**config.mk**
```make
export PLATFORM = sky130hd
export DESIGN_NAME = oaht_mod
export DESIGN_NICKNAME = d
export VERILOG_FILES = /design/src/design/oaht_pkg.sv /design/src/design/oaht_mod.sv
export SDC_FILE = /design/constraint.sdc
export NUM_CORES = 1
export LEC_CHECK = 0
export ABC_AREA = 1
export BUFFER_PORTS_ARGS = -buffer_cell sky130_fd_sc_hd__buf_4
export CAP_MARGIN = 20
export CORE_MARGIN = 2
export CORE_UTILIZATION = 40
export CTS_CLUSTER_DIAMETER = 50
export DETAILED_ROUTE_END_ITERATION = 10
export PLACE_DENSITY = 0.62
export SYNTH_ARGS = -nofsm -noshare
export SYNTH_HDL_FRONTEND = slang
export SYNTH_SLANG_ARGS = --single-unit
```
**constraint.sdc**
```tcl
create_clock -name clk -period 3.5 [get_ports clk]
set_input_delay 0.175 -clock clk [delete_from_list [all_inputs] [get_ports clk]]
set_output_delay 0.175 -clock clk [all_outputs]
set_load 0.01 [all_outputs]
```
**src/design/oaht_pkg.sv**
```systemverilog
// ----------------------------------------------------------------------------
// Open-addressing hash table package
// Shared widths, codes and payload types of the hash table unit.
// ----------------------------------------------------------------------------
package oaht_pkg;

	localparam int TABLE_DEPTH = 256;
	localparam int MAX_PROBES  = 8;
	localparam int KEY_W       = 32;
	localparam int VAL_W       = 32;
	localparam int SLOT_W      = $clog2(TABLE_DEPTH);
	localparam int SIZE_W      = 9;
	localparam int PCNT_W      = 4;
	localparam int OFFS_W      = 64;
	localparam int OFF_W       = 8;
	localparam int CNT_W       = $clog2(TABLE_DEPTH + 1);
	localparam int STEP_W      = $clog2(KEY_W + 1);
	localparam int CFG_IDX_W   = 2;

	localparam logic [OFFS_W-1:0] OFFS_RESET = 64'h0807_0605_0403_0201;

	typedef enum logic [1:0] {
		K_FIND   = 2'd0,
		K_INSERT = 2'd1,
		K_REMOVE = 2'd2,
		K_NONE   = 2'd3
	} kind_t;

	typedef enum logic [1:0] {
		ST_OK       = 2'd0,
		ST_NOTFOUND = 2'd1,
		ST_FULL     = 2'd2,
		ST_PRESENT  = 2'd3
	} status_t;

	localparam logic [CFG_IDX_W-1:0] CFG_TABLE_SIZE  = 2'd0;
	localparam logic [CFG_IDX_W-1:0] CFG_PROBE_COUNT = 2'd1;
	localparam logic [CFG_IDX_W-1:0] CFG_PROBE_OFFS  = 2'd2;

	typedef struct packed {
		logic [1:0]       kind;
		logic [KEY_W-1:0] key;
		logic [VAL_W-1:0] value;
	} oaht_req_t;

	typedef struct packed {
		logic [1:0]        status;
		logic [SLOT_W-1:0] slot_index;
		logic [VAL_W-1:0]  found_value;
		logic [CNT_W-1:0]  entry_count;
	} oaht_rsp_t;

	typedef struct packed {
		logic              start;
		logic [STEP_W-1:0] steps;
		logic [KEY_W-1:0]  dividend;
	} mod_cmd_t;

	typedef struct packed {
		logic              en;
		logic              clr;
		logic [SLOT_W-1:0] addr;
		logic [KEY_W-1:0]  key;
		logic [VAL_W-1:0]  value;
	} store_wr_t;

endpackage

```
**src/design/oaht_mod.sv**
```systemverilog
// ----------------------------------------------------------------------------
// Hash table modulo unit
// Restoring remainder unit, one dividend bit per cycle, left aligned.
// ----------------------------------------------------------------------------
module oaht_mod (
	input  logic                     clk,
	input  logic                     arst_n,
	input  oaht_pkg::mod_cmd_t       cmd,
	input  logic [oaht_pkg::SIZE_W-1:0] divisor,
	output logic                     done,
	output logic [oaht_pkg::SIZE_W-1:0] rem
);
	import oaht_pkg::*;

	logic              busy_q;
	logic [STEP_W-1:0] cnt_q;
	logic [SIZE_W-1:0] rem_q;
	logic [KEY_W-1:0]  dv_q;
	logic [SIZE_W:0]   trial;

	assign trial = {rem_q, dv_q[KEY_W-1]};

	always_ff @(posedge clk or negedge arst_n) begin
		if (!arst_n) begin
			busy_q <= 1'b0;
			cnt_q  <= '0;
		end else if (cmd.start) begin
			busy_q <= 1'b1;
			cnt_q  <= cmd.steps;
		end else if (busy_q) begin
			if (cnt_q != '0) begin
				cnt_q <= cnt_q - 1'b1;
			end else begin
				busy_q <= 1'b0;
			end
		end
	end

	always_ff @(posedge clk) begin
		if (cmd.start) begin
			rem_q <= '0;
			dv_q  <= cmd.dividend;
		end else if (busy_q && cnt_q != '0) begin
			dv_q <= {dv_q[KEY_W-2:0], 1'b0};
			if (trial >= {1'b0, divisor}) begin
				rem_q <= SIZE_W'(trial - {1'b0, divisor});
			end else begin
				rem_q <= SIZE_W'(trial);
			end
		end
	end

	assign done = busy_q && cnt_q == '0;
	assign rem  = rem_q;

endmodule

```
-- After elaboration in Yosys (flattened, before gate mapping)
Cells that the tools add are included.
- add/subtract/negate cells: 2
- magnitude comparators: 1
- multiplexer cells: 9
- reductions and logical operators: 8
- operators by type and width (cell ; number):
    32-bit 2-to-1 mux ; 2
    6-bit 2-to-1 mux ; 3
    10-bit by 9-bit greater-or-equal comparator with 1-bit output ; 1
    9-bit 2-to-1 mux ; 1
    9-bit subtractor ; 1
    6-bit logical NOT ; 1
    2-bit nonzero test ; 3
    6-bit nonzero test ; 1
    6-bit by 1-bit subtractor with 6-bit output (second input constant) ; 1
    1-bit 2-to-1 mux ; 3
    1-bit logical AND ; 2
    2-bit AND reduction ; 1
- flip-flop bits (word level): 48
- bits of input ports: 50
- output and inout port bits: 10
- logic and storage cells: 24

-- Logic depth before layout (Yosys ltp)
Gate-level depths: netlist of the first run.
- word-level depth: 4
- gate-level depth with buffers: 13
- gate-level depth less buffers: 13

-- Least setup slack after synthesis of the first run
No wires, ideal clock.
- path kind: flip-flop to flip-flop
- start: reg cnt_q[0]
- end: reg dv_q[0] (enable)
- library setup time: 0.389 ns
- arrival time: 1.564 ns
- data required time: 3.111 ns
- setup slack: 1.547 ns
- cell stages (with the launch flop): 8
- buffers on the path: 0
- clock period less this slack: 1.953 ns
- path through: dfrtp_1 -> inv_1 -> ha_1 -> nand3_1 -> nand2_1 -> inv_1 -> nor2_4 -> inv_1
- cells in the longest elaborated chain, start to end: 3
- RTL lines (item ; line ; RTL):
    start: declaration ; oaht_mod.sv:16 ; logic [STEP_W-1:0] cnt_q;
    start signal: assignment ; oaht_mod.sv:29 ; cnt_q <= cmd.steps;
    start signal: assignment ; oaht_mod.sv:32 ; cnt_q <= cnt_q - 1'b1;
    6-bit nonzero test ; oaht_mod.sv:43 ; end else if (busy_q && cnt_q != '0) begin
    1-bit logical AND ; oaht_mod.sv:43 ;
    2-bit nonzero test (no source line) ; - ;
    end signal: assignment ; oaht_mod.sv:42 ; dv_q <= cmd.dividend;
    end signal: assignment ; oaht_mod.sv:44 ; dv_q <= {dv_q[KEY_W-2:0], 1'b0};
    end: declaration ; oaht_mod.sv:18 ; logic [KEY_W-1:0] dv_q;
Every way passes these cells.
A chain may end at the register's enable or synchronous reset.

-- Final worst setup path of the first run
- start: reg cnt_q[0]
- end: reg cnt_q[1]
- cells in the longest elaborated chain, start to end: 4
- elaborated cells on any way between the ends: 7
- those cells by class: 1 x add/sub; 3 x mux; 3 x reduce/logical
- RTL lines (item ; line ; RTL):
    6-bit by 1-bit subtractor with 6-bit output ; oaht_mod.sv:32 ;
    6-bit 2-to-1 mux ; oaht_mod.sv:31 ; if (cnt_q != '0) begin
    6-bit 2-to-1 mux ; oaht_mod.sv:30 ; end else if (busy_q) begin
    6-bit 2-to-1 mux ; oaht_mod.sv:27 ; end else if (cmd.start) begin
Several ways; a longest one is shown, not always the timed one. The select of a mux whose other input is x is not followed.

==> results of run 1 <==
[power by group]
| group | internal [mW] | total [mW] | switching, mW | leakage (nW) |
|---|---|---|---|---|
| clock | 0.139 | 0.311 | 0.171 | 0.0399 |
| sequential | 0.739 | 0.826 | 0.0870 | 0.506 |
| combinational | 0.370 | 0.848 | 0.478 | 1.22 |
[through the flow]
step	hold slack [ns]	setup slack [ns]	util
2_1_floorplan	-0.121	1.55	-
3_5_place_dp	-0.00562	1.50	0.480
6_report	0.0956	1.59	0.493
5_1_grt	0.107	1.34	0.493
3_3_place_gp	-0.00481	1.49	0.480
4_1_cts	0.0889	1.56	0.493
[path summary, 6_finish.rpt]
kind / startpoint / endpoint / slack [ns]
min in group asynchronous: arst_n / busy_q / 0.22
worst max register to register: cnt_q[0] / cnt_q[1] / 1.59
worst min-delay path: cmd[35] / cnt_q[3] / 0.1
worst min register to register: rem[7] / rem[7] / 0.49
worst max-delay path: cnt_q[0] / cnt_q[1] / 1.59
max in group asynchronous: arst_n / cnt_q[0] / 3.16
[cells in the mapped netlist, types with 2 or more instances]
| library cell | n |
|---|---|
| nand4_1 | 2 |
| buf_4 | 3 |
| ha_1 | 11 |
| a21oi_1 | 3 |
| edfxtp_1 | 32 |
| nand2_1 | 173 |
| clkbuf_1 | 4 |
| inv_1 | 41 |
| dfrtp_1 | 7 |
| nand3_1 | 30 |
| buf_2 | 3 |
| nor3_1 | 2 |
| o211ai_1 | 4 |
| nor2_1 | 10 |
| dfxtp_1 | 9 |
| xnor2_1 | 5 |
[cell type report]
type	instances	area (µm²)	area share
inverter	42	158	0.0476
sequential	48	1320	0.397
timing repair buffer	61	460	0.139
tap	80	100	0.0302
multi-input combinational	250	1200	0.362
clock inverter	1	3.75	0.00113
clock buffer	7	76.3	0.0230
[registers in the layout, summed over array words and instances (netlist names)]
name and cells:
busy_q 1, rem 9, dv_q 32, cnt_q 6
[critical path, stage by stage (launching register included)]
cell and delay (ns):
dfrtp_1 0.40, inv_1 0.10, ha_1 0.15, nand3_1 0.09, nand2_1 0.11, inv_1 0.08, nor2_4 0.27, inv_1 0.08
buf_4 0.27, o211ai_1 0.13, o21ai_1 0.09
[logic make-up after synthesis]
family	Yosys count	synth area share
AND/OR/NAND/NOR	223	0.340
buffers and inverters	53	0.0809
flip-flops	48	0.481
adder cells (fa/ha/maj)	12	0.0576
AO/OA/AOI/OAI	9	0.0215
XOR/XNOR	6	0.0192
[routing by layer]
metal / track usage / vias up / routed length [µm]
met3: 0.0305 / 6 / 265
met4: 0.0540 / 0 / 76
met5: 0 / - / 0
li1: - / 1215 / -
met1: 0.202 / 961 / 2400
met2: 0.245 / 48 / 2260
==> metrics.cfg, run 1 <==
[timing]
worst_pin_slew_ns=0.842
setup_viol=0
final_max_slew_viol_count=0
rsz0062_at_grt=no
fin_crit_sh=0.547
hold_viol=0
fmax_mhz=523
tns_ns=0
min_period_ns=1.91
maxSlewHeadroom=0.436
clock_skew_ns=0.00556

[clock_network]
cts_made_buffers=5
clk_latency_ns=0.29
path_clk_slew_ns=0.08
cts-resized-gates=0
ctsRootBufferMaster=clkbuf_8
clock_path_buffers=2
tritoncts=yes
postCtsHoldBufs=1
cts.sinks=48
postCtsSetupRepairBufs=0
htree_num_levels=2

[floorplan]
core_area_um2=6720
io_pins=60
start_util=0.407
die-area_um2=7520
die_h_um=86.7
die_w_um=86.7
rows=30

[global_routing]
antenna_found_initial=0
grt_usage=0.151
grt_pass1_wl_um=9160
grt_max_degree=41
grt_overflow=0
grt_pass1_vias=2137

[logic_synthesis]
synthArstFlopShare=0.146
yosysTopAreaCell=edfxtp_1
netlist_area_um2=2740
syn_area_per_cell_um2=7.80
synth_flop_cell=edfxtp_1
synth_seq_area_share=0.481
synth-seq-cells=48
synth.area.top_cells=edfxtp_1 35%, nand2_1 24%, dfxtp_1 6.6%
synthesis.nets=413
synth_cells=351
yosysWarnings=0
yosysTopAreaCellShare=0.351
ys_types=28
synth_edf_count=32

[routing]
wl_um=5000
wl_per_cell_um=10.2
drc=0
first_pass_iters=4
drt-initial-drc-count=120
ant_nets=0
via_per_inst=4.56
vias=2230

[status]
status=complete, no violations

[finish]
diodes=0
stdcell_area_um2=3310
drive_gt1_frac=0.174
final_cells=489
final_common_cell=nand2_1
n_fill_cell=663
syn_to_final_growth_pct=21.1
mostFrequentLayoutCells=173 x nand2_1, 60 x buf_4, 41 x inv_1, 32 x edfxtp_1, 30 x nand3_1
nets=470

[flow_run]
max_cap_viol_count=0

[placed_design]
dpl.cell_count=480
dp_hpwl_um=3760
post_dp_cell_area_um2=3220
place_congestion=0.834
port_buffers=59

[power]
power_mw=1.98
p_leak_nw=1.76
ir_worst_vdd_v=0.000204
p_per_area_nw_per_um2=599

[critical_path]
cp-end-kind=flip-flop
reg2reg_depth=10
cp-start-kind=flip-flop
crit_type=flip-flop to flip-flop
crit_fanout=35
cp.arrival_ns=2.09
required_ns=3.68

[min_path]
worstHoldPathType=input pin to flip-flop
min_path_cells=3

Note: power is estimated with default switching activity, not from simulation.
==> run 2: changes to the inputs <==
==> constraint.sdc (replaced) <==
create_clock -name clk -period 1.8 [get_ports clk]
set_input_delay 0.09 -clock clk [delete_from_list [all_inputs] [get_ports clk]]
set_output_delay 0.09 -clock clk [all_outputs]
set_load 0.01 [all_outputs]
==> metrics.cfg, run 2 (synthesized netlist as in run 1, its figures left out) <==
[clock_network]
clock_path_buffers=2  ; unchanged
cts.sinks=48  ; unchanged
clk_latency_ns=0.29  ; about the same
htree_num_levels=2  ; unchanged
path_clk_slew_ns=0.08  ; about the same
ctsRootBufferMaster=clkbuf_8
cts_made_buffers=5  ; unchanged
tritoncts=yes

[routing]
highest_layer=met4
vias=2335  ; +4.7%
wl_um=5760  ; +15%
wl_per_cell_um=11.4  ; +11%
wl_met3_um=274  ; +3.4%
via_per_inst=4.61  ; +1.2%
met1_length_um=2730  ; +14%
first_pass_iters=5  ; +1
drc=0  ; unchanged
ant_nets=0  ; unchanged
met2WireLength_um=2690  ; +19%
drt-initial-drc-count=74  ; -38%

[finish]
multi_input_area_um2=1350  ; +13%
largest_reg_flops=32  ; unchanged
syn_to_final_growth_pct=32.4
mostFrequentLayoutCells=168 x nand2_1, 74 x buf_4, 35 x inv_1, 32 x edfxtp_1, 23 x nand3_1
final_common_cell=nand2_1
stdcell_area_um2=3620  ; +9.4%
seq_area_um2=1320  ; unchanged
fin_util=0.539  ; +0.0462
regMostFlops=dv_q
diodes=0  ; unchanged
nets=487  ; +3.6%
final_cells=506  ; +3.5%
drive_gt1_frac=0.270  ; +0.0964
n_fill_cell=649  ; -2.1%

[critical_path]
r2r-start=dv_q[31]
rr_endpoint=rem[3]
r2r_slack_ns=0.06  ; -1.53 ns
reg2reg_depth=11  ; +1
cp.arrival_ns=1.98  ; -0.11 ns
crit_fanout=6  ; -83%
crit_type=flip-flop to flip-flop
cp-end-kind=flip-flop
crit_start=dv_q[31]
cp-start-kind=flip-flop
required_ns=2.04  ; -1.64 ns

[power]
power_mw=4.52  ; +130%
ir_worst_vdd_v=0.000513  ; +150%
p_per_area_nw_per_um2=1250  ; +110%
p_leak_nw=1.88  ; +6.8%

[flow_run]
max_cap_viol_count=0  ; unchanged

[global_routing]
grt_pass1_vias=2170  ; +1.5%
grt_overflow=0  ; unchanged
antenna_found_initial=0  ; unchanged
grt_usage=0.159  ; +0.00799
grt_pass1_wl_um=9610  ; +4.9%
grt_max_degree=32  ; -22%

[min_path]
worstHoldPathType=input pin to flip-flop
min_from=cmd[32]
worstHoldEndpoint=cnt_q[0]
min_path_cells=3  ; unchanged

[timing]
min_period_ns=1.74  ; -0.175 ns
tns_ns=0  ; unchanged
holdWs_ns=0.0349  ; -0.0607 ns
worst_slack_ns=0.0615  ; -1.53 ns
fin_crit_sh=0.966  ; +0.419
setup_viol=0  ; unchanged
worst_pin_slew_ns=0.305  ; -0.537 ns
clock_skew_ns=0.00527  ; -0.000293 ns
rsz0062_at_grt=yes
maxSlewHeadroom=0.797  ; +0.361
final_max_slew_viol_count=0  ; unchanged
fmax_mhz=575  ; +10%
hold_viol=0  ; unchanged

[floorplan]
io_pins=60  ; unchanged
core_area_um2=6720  ; unchanged
die_h_um=86.7  ; unchanged
start_util=0.407  ; unchanged
rows=30  ; unchanged
die-area_um2=7520  ; unchanged
die_w_um=86.7  ; unchanged

[placed_design]
dp_hpwl_um=4220  ; +12%
place_congestion=0.875  ; +4.8%
place_ws_ns=-0.00674  ; -1.51 ns
port_buffers=59  ; unchanged
dpl.cell_count=492  ; +2.5%
post_dp_cell_area_um2=3340  ; +3.6%

[status]
status=complete, no violations

[run 2: cell types whose count changed in the layout (fill, tap and decap cells not counted), sizes merged]
| cell | change |
|---|---|
| bufinv | +1 |
| nand2 | +2 |
| inv | -1 |
| buf | +15 |
| clkinvlp | +1 |
| clkbuf | -1 |
[run 2: area by class of cell]
type / instances / share of cell area
clock buffers: 6 / 0.0200
clock inverters: 2 / 0.00967
inverters: 42 / 0.0452
multi-input cells: 252 / 0.373
flip-flops and latches: 48 / 0.363
well taps: 80 / 0.0276
repair buffers: 76 / 0.162
[run 2: critical path, stage by stage (launching register included)]
cell and delay, ns:
edfxtp_1 0.38, inv_2 0.09, ha_4 0.13, inv_4 0.04, fa_2 0.41, nand4_1 0.15, nand2_4 0.11, nand2_8 0.12
nand2_8 0.07, nand2_2 0.07, nand3_2 0.07, nand2_1 0.06
[run 2: worst max-delay path by stage]
| stage | end | depth (start not counted) |
|---|---|---|
| 3_3_place_gp | rem[1] | 10 |
| 2_1_floorplan | cnt_q[1] | 9 |
| 5_1_grt | rem[3] | 11 |
| 6_report | rem[3] | 11 |
| 4_1_cts | rem[3] | 10 |
| 3_5_place_dp | rem[2] | 10 |
[run 2: report_power, final]
part	leakage [nW]	internal, mW	switching (mW)
clock network	0.0552	0.412	0.340
logic	1.32	0.993	1.18
registers	0.506	1.44	0.156
[run 2: repair_timing]
item	CTS	global route
endpoints found under the setup margin	2	9
hold buffers	1	0
endpoints found under the hold margin	7	0
setup buffers	0	3
cloned	1	1
resized for setup	1	21
pin swaps	1	14
[run 2: per-layer routing]
metal	global-route usage	vias up
li1	-	1246
met2	0.269	59
met3	0.0314	6
met4	0.0384	0
met1	0.212	1024
met5	0	-
==> run 3: changes to the inputs <==
--- a/config.mk
+++ b/config.mk
@@ -7,12 +7,12 @@
 export LEC_CHECK = 0
 export ABC_AREA = 1
 export BUFFER_PORTS_ARGS = -buffer_cell sky130_fd_sc_hd__buf_4
-export CAP_MARGIN = 20
+export CAP_MARGIN = 15
 export CORE_MARGIN = 2
 export CORE_UTILIZATION = 40
 export CTS_CLUSTER_DIAMETER = 50
 export DETAILED_ROUTE_END_ITERATION = 10
-export PLACE_DENSITY = 0.62
+export PLACE_DENSITY = 0.64
 export SYNTH_ARGS = -nofsm -noshare
 export SYNTH_HDL_FRONTEND = slang
 export SYNTH_SLANG_ARGS = --single-unit
==> constraint.sdc (replaced) <==
create_clock -name clk -period 1.5 [get_ports clk]
set_input_delay 0.075 -clock clk [delete_from_list [all_inputs] [get_ports clk]]
set_output_delay 0.075 -clock clk [all_outputs]
set_load 0.01 [all_outputs]
==> metrics.cfg, run 3 (synthesized netlist as in run 1, its figures left out) <==
[power]
ir_worst_vdd_v=0.000580  ; +13%
p_int_mw=3.91  ; +37%
comb_power_share=0.516  ; +0.035
clkPwrFrac=0.178  ; +0.011
p_per_area_nw_per_um2=1540  ; +23%
power_switching_share=0.361  ; -0.00999
p_switching_mw=2.21  ; +32%
p_leak_nw=2.09  ; +11%
pwr-share-seq=0.306  ; -0.046

[timing]
maxSlewHeadroom=0.766  ; -0.0311
min_period_ns=1.68  ; -0.0552 ns
worst_pin_slew_ns=0.350  ; +0.0456 ns
fmax_mhz=594  ; +3.3%
final_max_slew_viol_count=0  ; unchanged
clock_skew_ns=0.00840  ; +0.00314 ns
setup_viol=31  ; +31
hold_viol=0  ; unchanged
fin_crit_sh=1.12  ; +0.156
holdWs_ns=0.00968  ; -0.0253 ns
tns_ns=-1.73  ; -1.73 ns
worst_slack_ns=-0.183  ; -0.245 ns
rsz0062_at_grt=yes

[routing]
highest_layer=met4
drc=0  ; unchanged
drt-initial-drc-count=66  ; -11%
via_per_inst=4.64  ; +0.56%
ant_nets=0  ; unchanged
wl_met3_um=241  ; -12%
wl_per_cell_um=11.5  ; +1.2%
met2WireLength_um=2980  ; +11%
first_pass_iters=4  ; -1
wl_um=6190  ; +7.4%
met1_length_um=2900  ; +6.2%
vias=2492  ; +6.7%

[critical_path]
max_stage_delay_ns=0.38  ; -0.03 ns
cp_slowest_cell=edfxtp_1
crit_fanout=6  ; unchanged
path_cells=inv_2 -> ha_4 -> inv_2 -> fa_2 -> nand4_1 -> nand2_2 -> nand2_8 -> nand2_8 -> nand2_2 -> nand3_1 -> nand2_1
crit_type=flip-flop to flip-flop
required_ns=1.75  ; -0.29 ns
cp.arrival_ns=1.93  ; -0.05 ns
cp-start-kind=flip-flop
cpLargestDelayFamily=simple AND/OR/NAND/NOR gates
crit_buf_inv=2  ; unchanged
cp-end-kind=flip-flop

[global_routing]
grt_usage=0.180  ; +0.0207
grt_max_degree=27  ; -16%
antenna_found_initial=0  ; unchanged
grt_overflow=0  ; unchanged
grt_pass1_wl_um=10800  ; +13%
grt_pass1_vias=2388  ; +10%

[placed_design]
place_ws_ns=-0.189  ; -0.183 ns
dpl.cell_count=519  ; +5.5%
port_buffers=59  ; unchanged
dp_hpwl_um=4530  ; +7.5%
place_congestion=0.843  ; -3.6%

[finish]
fin_util=0.592  ; +0.0523
diodes=0  ; unchanged
final_cells=537  ; +6.1%
largest_reg_flops=32  ; unchanged
regMostFlops=dv_q
nets=519  ; +6.6%
syn_to_final_growth_pct=45.3
final_common_cell=nand2_1
n_fill_cell=596  ; -8.2%
mostFrequentLayoutCells=166 x nand2_1, 100 x buf_4, 35 x inv_1, 32 x edfxtp_1, 17 x nand3_1
drive_gt1_frac=0.337  ; +0.0670

[flow_run]
max_cap_viol_count=0  ; unchanged

[clock_network]
clk_latency_ns=0.30  ; about the same
clock_path_buffers=2  ; unchanged
htree_num_levels=2  ; unchanged
tritoncts=yes
ctsRootBufferMaster=clkbuf_8
cts.sinks=48  ; unchanged
cts_made_buffers=5  ; unchanged
path_clk_slew_ns=0.09  ; about the same

[floorplan]
core_area_um2=6720  ; unchanged
io_pins=60  ; unchanged
die-area_um2=7520  ; unchanged
rows=30  ; unchanged
start_util=0.407  ; unchanged
die_w_um=86.7  ; unchanged
die_h_um=86.7  ; unchanged

[status]
status=finished, violations left
failed_checks=setup timing

[min_path]
worstHoldPathType=input pin to flip-flop

==> run 3: cell types whose count changed in the layout (fill, tap and decap cells not counted), sizes merged <==
cell / before / now
clkinv: 2 / 1
buf: 75 / 103
dlygate4sd3: 1 / 4
bufinv: 1 / 2
==> run 3: worst paths after layout <==
kind	start	cells after the start	end	slack (ns)
min in group asynchronous	arst_n	2	cnt_q[1]	0.13
worst max register to register	dv_q[31]	11	rem[3]	-0.18
max in group asynchronous	arst_n	2	cnt_q[3]	1.25
worst min register to register	dv_q[29]	2	dv_q[30]	0.52
worst min-delay path	cmd[34]	3	cnt_q[2]	0.01
worst max-delay path	dv_q[31]	11	rem[3]	-0.18
==> run 3: metrics by stage <==
stage / cell area [µm²] / power, mW
floorplan: 2850 / 3.62
global placement: 3660 / 4.65
detailed placement: 3660 / 4.71
CTS: 3930 / 6.04
global route: 3980 / 6.60
finish: 3980 / 6.11
==> run 3: cell type report <==
| class | count | area, µm² | area share |
|---|---|---|---|
| sequential | 48 | 1320 | 0.331 |
| tap | 80 | 100 | 0.0252 |
| timing repair buffer | 108 | 876 | 0.220 |
| inverter | 42 | 161 | 0.0406 |
| multi-input combinational | 252 | 1390 | 0.350 |
| clock inverter | 2 | 60.1 | 0.0151 |
| clock buffer | 5 | 68.8 | 0.0173 |
==> run 3: worst min-delay path, cell delays in order <==
cell	delay (ns)
buf_4	0.08
nand2_1	0.04
o211ai_1	0.08
==> run 3: what timing repair did <==
action / CTS / global route
hold buffers: 4 / 0
resized for setup: 7 / 6
setup endpoints to repair: 31 / 45
gates cloned: 2 / 1
endpoints found under the hold margin: 10 / 0
pin swaps: 5 / 3
setup buffers: 4 / 0
==> run 3: routing by layer <==
layer,GRT usage,up-vias
li1,-,1313
met1,0.246,1108
met2,0.299,61
met3,0.0295,10
met4,0.0455,0
met5,0,-
==> run 3: power groups by stage <==
stage / registers [mW] / clock network, mW / logic, mW
2_1_floorplan: 1.97 / 0 / 1.65
3_3_place_gp: 1.88 / 0 / 2.77
3_5_place_dp: 1.89 / 0 / 2.82
4_1_cts: 1.87 / 1.11 / 3.06
5_1_grt: 1.90 / 1.18 / 3.52
6_report: 1.87 / 1.09 / 3.16
